<file path="src/fcsg_pkg.sv">
// Package for the filled circle span generator.
// Types, widths and constants shared by the controller, datapath and top level.
// No dependencies.
`default_nettype none

package fcsg_pkg;

    // Defaults for the top-level parameters
    localparam int DEF_MAX_RADIUS = 63;
    localparam int DEF_COORD_BITS = 12;

    // Fixed widths and limits
    localparam int RADIUS_BITS = 6;
    localparam int MAX_RESULTS = 48;
    localparam int CNT_BITS    = $clog2(MAX_RESULTS + 1);

    // Midpoint recurrence constants
    localparam int D_INIT = 3;   // decision = 3 - 2r
    localparam int D_DIAG = 10;  // step with y decrement
    localparam int D_SIDE = 6;   // step with y held

    typedef enum logic {
        ST_IDLE,
        ST_RUN
    } fcsg_state_t;

    // Controller -> datapath
    typedef struct packed {
        logic load;   // capture request, start a circle
        logic emit;   // write output register, advance the point
    } fcsg_cmd_t;

    // Datapath -> controller
    typedef struct packed {
        logic last;   // current point is the final one of this circle
    } fcsg_sts_t;

endpackage

`default_nettype wire

</file>
<file path="src/fcsg_ctrl.sv">
// Controller for the filled circle span generator.
// Sequences request capture and span emission, owns the output valid flag.
// Depends on fcsg_pkg.
`default_nettype none

module fcsg_ctrl
    import fcsg_pkg::*;
(
    input  wire logic      clk,
    input  wire logic      rst_n,
    input  wire logic      req_valid,
    output logic           req_stall,
    output logic           span_valid,
    input  wire logic      span_stall,
    output fcsg_cmd_t      cmd,
    input  wire fcsg_sts_t sts
);

    fcsg_state_t state_reg, state_next;
    logic        out_valid_reg, out_valid_next;

    // State and output valid registers
    always_ff @(posedge clk or negedge rst_n)
    begin
        if (!rst_n)
        begin
            state_reg     <= ST_IDLE;
            out_valid_reg <= 1'b0;
        end
        else
        begin
            state_reg     <= state_next;
            out_valid_reg <= out_valid_next;
        end
    end

    // Next state and commands
    always_comb
    begin
        state_next = state_reg;
        cmd        = '0;
        req_stall  = 1'b1;
        case (state_reg)
            ST_IDLE:
            begin
                req_stall = 1'b0;
                if (req_valid)
                begin
                    cmd.load   = 1'b1;
                    state_next = ST_RUN;
                end
            end
            ST_RUN:
            begin
                // emit when the output register is empty or being drained
                if (!out_valid_reg || !span_stall)
                begin
                    cmd.emit = 1'b1;
                    if (sts.last)
                        state_next = ST_IDLE;
                end
            end
            default:
            begin
                state_next = ST_IDLE;
            end
        endcase
    end

    // Output register occupancy
    always_comb
    begin
        if (cmd.emit)
            out_valid_next = 1'b1;
        else if (!span_stall)
            out_valid_next = 1'b0;
        else
            out_valid_next = out_valid_reg;
    end

    assign span_valid = out_valid_reg;

endmodule

`default_nettype wire

</file>
<file path="src/fcsg_dp.sv">
// Datapath for the filled circle span generator.
// Holds the midpoint recurrence point, result count and the output span register.
// Depends on fcsg_pkg.
`default_nettype none

module fcsg_dp
    import fcsg_pkg::*;
#(
    parameter int MAX_RADIUS = DEF_MAX_RADIUS,
    parameter int COORD_BITS = DEF_COORD_BITS
)
(
    input  wire logic                          clk,
    input  wire logic [COORD_BITS-1:0]         circle_x,
    input  wire logic [COORD_BITS-1:0]         circle_y,
    input  wire logic [RADIUS_BITS-1:0]        radius,
    input  wire fcsg_cmd_t                     cmd,
    output fcsg_sts_t                          sts,
    output logic signed [COORD_BITS+1:0]       near_right_x,
    output logic signed [COORD_BITS+1:0]       near_left_x,
    output logic signed [COORD_BITS+1:0]       far_row_below,
    output logic signed [COORD_BITS+1:0]       far_row_above,
    output logic signed [COORD_BITS+1:0]       wide_right_x,
    output logic signed [COORD_BITS+1:0]       wide_left_x,
    output logic signed [COORD_BITS+1:0]       near_row_below,
    output logic signed [COORD_BITS+1:0]       near_row_above,
    output logic                               last
);

    localparam int OUT_BITS  = COORD_BITS + 2;
    localparam int STEP_BITS = $clog2(MAX_RADIUS + 1) + 2;
    localparam int DEC_BITS  = STEP_BITS + 4;

    // Recurrence point and request registers
    logic        [COORD_BITS-1:0] cx_reg, cy_reg;
    logic signed [STEP_BITS-1:0]  x_reg, x_next;
    logic signed [STEP_BITS-1:0]  y_reg, y_next;
    logic signed [DEC_BITS-1:0]   d_reg, d_next;
    logic        [CNT_BITS-1:0]   n_reg;

    // Output span registers
    logic signed [OUT_BITS-1:0] nrx_reg, nlx_reg, fyb_reg, fya_reg;
    logic signed [OUT_BITS-1:0] wrx_reg, wlx_reg, nyb_reg, nya_reg;
    logic                       last_reg;

    logic signed [STEP_BITS-1:0] r_sat;
    logic signed [STEP_BITS-1:0] x_inc, y_dec;
    logic signed [DEC_BITS-1:0]  diff;
    logic                        is_last;

    // Radius saturation
    always_comb
    begin
        if ({{(32-RADIUS_BITS){1'b0}}, radius} > MAX_RADIUS)
            r_sat = STEP_BITS'(MAX_RADIUS);
        else
            r_sat = STEP_BITS'(radius);
    end

    // One midpoint step
    always_comb
    begin
        x_inc = x_reg + STEP_BITS'(1);
        y_dec = y_reg - STEP_BITS'(1);
        x_next = x_inc;
        if (d_reg > 0)
        begin
            y_next = y_dec;
            diff   = DEC_BITS'(x_inc) - DEC_BITS'(y_dec);
            d_next = d_reg + (diff <<< 2) + DEC_BITS'(D_DIAG);
        end
        else
        begin
            y_next = y_reg;
            diff   = DEC_BITS'(x_inc);
            d_next = d_reg + (diff <<< 2) + DEC_BITS'(D_SIDE);
        end
    end

    // Last when the loop test fails after this point
    assign is_last  = !((y_reg >= x_reg) && (n_reg < CNT_BITS'(MAX_RESULTS - 1)));
    assign sts.last = is_last;

    // Point, count and center
    always_ff @(posedge clk)
    begin
        if (cmd.load)
        begin
            cx_reg <= circle_x;
            cy_reg <= circle_y;
            x_reg  <= '0;
            y_reg  <= r_sat;
            d_reg  <= DEC_BITS'(D_INIT) - (DEC_BITS'(r_sat) <<< 1);
            n_reg  <= '0;
        end
        else if (cmd.emit)
        begin
            x_reg <= x_next;
            y_reg <= y_next;
            d_reg <= d_next;
            n_reg <= n_reg + CNT_BITS'(1);
        end
    end

    // Span output register
    always_ff @(posedge clk)
    begin
        if (cmd.emit)
        begin
            nrx_reg  <= OUT_BITS'(cx_reg) + OUT_BITS'(x_reg);
            nlx_reg  <= OUT_BITS'(cx_reg) - OUT_BITS'(x_reg);
            fyb_reg  <= OUT_BITS'(cy_reg) + OUT_BITS'(y_reg);
            fya_reg  <= OUT_BITS'(cy_reg) - OUT_BITS'(y_reg);
            wrx_reg  <= OUT_BITS'(cx_reg) + OUT_BITS'(y_reg);
            wlx_reg  <= OUT_BITS'(cx_reg) - OUT_BITS'(y_reg);
            nyb_reg  <= OUT_BITS'(cy_reg) + OUT_BITS'(x_reg);
            nya_reg  <= OUT_BITS'(cy_reg) - OUT_BITS'(x_reg);
            last_reg <= is_last;
        end
    end

    assign near_right_x   = nrx_reg;
    assign near_left_x    = nlx_reg;
    assign far_row_below  = fyb_reg;
    assign far_row_above  = fya_reg;
    assign wide_right_x   = wrx_reg;
    assign wide_left_x    = wlx_reg;
    assign near_row_below = nyb_reg;
    assign near_row_above = nya_reg;
    assign last           = last_reg;

endmodule

`default_nettype wire

</file>
<file path="src/filled_circle_span_generator.sv">
// Filled circle span generator (midpoint circle fill).
//
// Request channel (req_valid / req_stall): circle_x, circle_y, radius. A
// request is taken when req_valid is high and req_stall low; req_stall is
// low whenever no circle is in progress, even while the final span item
// still waits in the output register.
// Span channel (span_valid / span_stall): eight span coordinates and last.
// One item for the start point, then one per midpoint step until y < x,
// capped at 48 items; last marks the final item of the circle. A radius
// above MAX_RADIUS is clamped to it.
// The first item is registered in the output register once the request is taken
// and the start point loaded, then one item per cycle while span_stall is low;
// the recurrence unit computes a single midpoint step per item.
// span_stall holds the output register and freezes the recurrence; no item
// is lost. Reset (rst_n, asynchronous) returns to idle with no valid output.
// Depends on fcsg_pkg, fcsg_ctrl, fcsg_dp.
`default_nettype none

module filled_circle_span_generator
    import fcsg_pkg::*;
#(
    parameter int MAX_RADIUS = DEF_MAX_RADIUS,
    parameter int COORD_BITS = DEF_COORD_BITS
)
(
    input  wire logic                    clk,
    input  wire logic                    rst_n,
    input  wire logic                    req_valid,
    output logic                         req_stall,
    input  wire logic [COORD_BITS-1:0]   circle_x,
    input  wire logic [COORD_BITS-1:0]   circle_y,
    input  wire logic [RADIUS_BITS-1:0]  radius,
    output logic                         span_valid,
    input  wire logic                    span_stall,
    output logic signed [COORD_BITS+1:0] near_right_x,
    output logic signed [COORD_BITS+1:0] near_left_x,
    output logic signed [COORD_BITS+1:0] far_row_below,
    output logic signed [COORD_BITS+1:0] far_row_above,
    output logic signed [COORD_BITS+1:0] wide_right_x,
    output logic signed [COORD_BITS+1:0] wide_left_x,
    output logic signed [COORD_BITS+1:0] near_row_below,
    output logic signed [COORD_BITS+1:0] near_row_above,
    output logic                         last
);

    fcsg_cmd_t cmd;
    fcsg_sts_t sts;

    // Sequencer
    fcsg_ctrl u_ctrl (
        .clk        (clk),
        .rst_n      (rst_n),
        .req_valid  (req_valid),
        .req_stall  (req_stall),
        .span_valid (span_valid),
        .span_stall (span_stall),
        .cmd        (cmd),
        .sts        (sts)
    );

    // Recurrence and span registers
    fcsg_dp #(
        .MAX_RADIUS (MAX_RADIUS),
        .COORD_BITS (COORD_BITS)
    ) u_dp (
        .clk            (clk),
        .circle_x       (circle_x),
        .circle_y       (circle_y),
        .radius         (radius),
        .cmd            (cmd),
        .sts            (sts),
        .near_right_x   (near_right_x),
        .near_left_x    (near_left_x),
        .far_row_below  (far_row_below),
        .far_row_above  (far_row_above),
        .wide_right_x   (wide_right_x),
        .wide_left_x    (wide_left_x),
        .near_row_below (near_row_below),
        .near_row_above (near_row_above),
        .last           (last)
    );

endmodule

`default_nettype wire

</file>
<file path="config.mk">
export PLATFORM = sky130hd
export DESIGN_NAME = filled_circle_span_generator
export DESIGN_NICKNAME = d
export VERILOG_FILES = /design/src/fcsg_pkg.sv /design/src/fcsg_ctrl.sv /design/src/fcsg_dp.sv /design/src/filled_circle_span_generator.sv
export SDC_FILE = /design/constraint.sdc
export NUM_CORES = 1
export LEC_CHECK = 0
export ABC_AREA = 0
export BUFFER_PORTS_ARGS = -buffer_cell sky130_fd_sc_hd__buf_2
export CAP_MARGIN = 20
export CELL_PAD_IN_SITES_DETAIL_PLACEMENT = 0
export CELL_PAD_IN_SITES_GLOBAL_PLACEMENT = 1
export CORE_MARGIN = 5
export CORE_UTILIZATION = 45
export CTS_CLUSTER_DIAMETER = 60
export CTS_CLUSTER_SIZE = 14
export DETAILED_ROUTE_END_ITERATION = 10
export MAX_ROUTING_LAYER = met4
export PLACE_DENSITY = 0.91
export SLEW_MARGIN = 30
export SYNTH_ARGS = -nofsm -noshare
export SYNTH_HDL_FRONTEND = slang
export SYNTH_HIERARCHICAL = 1
export SYNTH_SLANG_ARGS = --single-unit
export TNS_END_PERCENT = 10
</file>
<file path="constraint.sdc">
create_clock -name clk -period 7.7 [get_ports clk]
set_input_delay 1.54 -clock clk [delete_from_list [all_inputs] [get_ports clk]]
set_output_delay 1.54 -clock clk [all_outputs]
set_load 0.02 [all_outputs]
</file>
==> key figures <==
Logic synthesis
  • Netlist cell types: 62
  • Syn Nets: 1330
  • Synthesized area: 11800 sq um
  • Post-synth top area cell: edfxtp_1
  • Top_reg_cell synth: edfxtp_1
  • EDFF count, synth: 150
  • Post-synth ARST share: 1.19%
  • Post-synthesis sequential area ratio: 41.3%
  • Synth top area cells: edfxtp_1 38%, ha_1 17%, xnor2_1 7.6%, inv_1 3.6%, a21oi_1 3.4%
  • Avg Cell Area, Syn: 10.4 sq um
  • Number of synthesized register bits: 168
  • Ys Warns: 6
  • Syn Inst Count: 1129
  • Top cell type's share of synthesized area: 38.2%

Timing
  • Max-slew violation count: 0
  • Hold Slack: 534 ps
  • Worst setup margin: 3090 ps
  • Fin. Hold Viols: 0
  • Final min period: 4610 ps
  • Fin Setup TNS: 0 ps
  • RSZ-0062 raised after global routing: false
  • Measured slew at the worst slew-check pin: 883 ps
  • Max Clk Rate: 0.217 GHz
  • Skew final: 11.4 ps
  • Period Utilization, post-route: 59.9%
  • Max-slew headroom: 41.1%
  • # setup viols final: 0

Final layout
  • # diodes: 0
  • Layout Area Growth over Synthesis: 14.0%
  • Fin area: 13400 sq um
  • Commonest non-fill, non-tap cell in the layout: ha_1
  • Most frequent cells in the layout: 156 x ha_1, 150 x edfxtp_1, 148 x buf_2, 113 x inv_1, 103 x xnor2_1
  • Post-route insts no fill: 1619
  • Nets: 1473
  • Final core occ: 51.9%
  • Filler instances: 2264
  • Share of cells above drive strength 1: 16.4%

Critical path
  • Critical path class: register to register
  • CP cell instances: inv_1, ha_1, ha_1, a21o_1, a21oi_1, maj3_1, a21oi_1, maj3_1, a21oi_1, xnor2_1, ha_1, ha_1, a21oi_1, o21ai_0, or4b_2, o2111ai_1
  • Crit-path max FO: 8
  • Setup crit start kind: register
  • Crit path max-delay family: adder cells
  • Slowest CP cell: or4b_2
  • Buf/Inv on CP: 1
  • Worst EP arrival: 4880 ps
  • Req. time, crit path: 7970 ps
  • Slowest stage delay, CP: 620 ps
  • Crit. End Element: register

Placed design
  • Placed Instances: 1588
  • Placed Area: 12900 sq um
  • Dpl ws: 3070 ps
  • Number of port buffers: 148
  • Routability cong.: 0.892
  • Post-DP HPWL: 21700 microns

Drt
  • Wire per inst: 17.4 microns
  • DRC violations left: 0
  • Vias per cell: 5.42
  • Detailed Routing Iterations Pass 1: 7
  • Total Routed Length: 28100 microns
  • Vias: 8775
  • Starting DRT DRC Count: 584
  • Post-route ant nets: 0

CTS
  • TritonCTS Buffers: 17
  • Post-CTS Setup Bufs: 0
  • Htree depth: 4
  • TritonCTS clock tree: done
  • # clock sinks: 168
  • Clock transition at the registers of the reported paths: 70 ps
  • Hold Buf Count CTS: 0
  • Cts repair resizes: 0
  • Clock root buffer: clkbuf_16
  • Clock buffer depth: 2
  • Clk_lat worst skew: 430 ps

GRT
  • Initial antenna violation count: 0
  • Global-route wire length before repair: 44300 microns
  • Vias in the first global route: 8681
  • Pin count of the biggest net entering global routing: 86
  • Total gr overflow: 0
  • GRT Total Usage: 19.6%

Floorplanning
  • Horiz. Die Dim: 172 microns
  • Chip Height: 172 microns
  • Die Footprint: 29600 sq um
  • Starting Density: 45.5%
  • IO Pins: 149
  • Core area: 25900 sq um
  • Rows: 59

Status
  • Outcome: finished clean

Power
  • NetSw: 3.00 mW
  • Comb pwr share: 60.8%
  • Pwr Density: 505 nW/um^2
  • Clock network fraction of total power: 12.7%
  • Static Leak: 5.69 nW
  • Tot Pwr: 6.79 mW
  • Register share of total power: 26.5%
  • Pint: 3.79 mW
  • Max VDD drop: 0.000333 V
  • Sw frac: 44.2%

Hold path
  • Type of the most critical hold path: register to register

Flow run
  • Max-Cap Viols: 0
## worst reg2reg max path: stages, from the launching register on
cell and delay (ps):
edfxtp_1 560, inv_1 230, ha_1 370, ha_1 300, a21o_1 160, a21oi_1 220
maj3_1 220, a21oi_1 90, maj3_1 380, a21oi_1 200, xnor2_1 150, ha_1 250
ha_1 350, a21oi_1 140, o21ai_0 110, or4b_2 620, o2111ai_1 110
## path summary, 6_finish.rpt
path	from	to	slack (ps)	cells after the start
setup / recovery	u_dp/y_reg[1]	u_dp/d_reg[10]	3090	16
hold / removal	u_ctrl/state_reg	u_ctrl/state_reg	530	1
setup reg to reg	u_dp/y_reg[1]	u_dp/d_reg[10]	3090	16
hold reg to reg	u_ctrl/state_reg	u_ctrl/state_reg	530	1
max in group asynchronous	rst_n	u_ctrl/state_reg	6730	1
min in group asynchronous	rst_n	u_ctrl/span_valid	880	1
## Yosys cell counts (all sizes together), types with 4 or more instances
master	count
a2111oi	8
a21o	21
a21oi	80
a221oi	9
a31oi	12
and3	16
buf	8
clkbuf	18
dfxtp	16
edfxtp	150
fa	11
ha	156
inv	116
maj3	4
mux2i	6
nand2	56
nand2b	27
nand3	11
nand4	9
nor2	69
nor2b	17
nor3	24
nor3b	5
nor4	6
o21a	5
o21ai	54
o21ba	13
o21bai	14
o221ai	6
o22a	4
o311a	8
o311ai	4
or2	4
or3	6
or4b	5
xnor2	104
xor2	18
## power groups by stage
stage / registers (mW) / logic (mW) / clock network [mW]
2_1_floorplan: 2.09 / 2.79 / 0
3_3_place_gp: 1.81 / 3.99 / 0
3_5_place_dp: 1.82 / 4.09 / 0
4_1_cts: 1.81 / 4.11 / 0.875
5_1_grt: 1.84 / 4.60 / 0.919
6_report: 1.80 / 4.13 / 0.861
## logic make-up (layout without fill, tap and decap cells)
family                   after synthesis  count (layout)  synth area share (%)
AND/OR/NAND/NOR                      264             264                  11.3
AO/OA/AOI/OAI                        250             250                  13.9
adder cells (fa/ha/maj)              171             171                  18.8
flip-flops                           168             168                  41.3
buffers and inverters                145             300                  4.78
XOR/XNOR                             122             122                  9.12
multiplexers                           9               9                 0.796
## routing by layer
metal / up-vias / track usage (%) / part of all wire, % / wire [microns]
li1: 4307 / - / - / -
met1: 4189 / 24.2 / 43 / 12200
met2: 232 / 33.5 / 50 / 13900
met3: 47 / 2.51 / 4.8 / 1340
met4: 0 / 6.32 / 2.2 / 620
met5: - / - / 0 / 0
## final cells by class
cell class / count / area (sq um) / share of cell area (%)
clock buffers: 17 / 425 / 3.16
multi-input cells: 816 / 6360 / 47.3
well taps: 335 / 419 / 3.12
repair buffers: 150 / 759 / 5.65
inverters: 119 / 447 / 3.32
clock inverters: 14 / 158 / 1.17
flip-flops and latches: 168 / 4880 / 36.3
No activity file was read; power rests on OpenSTA's default activity.
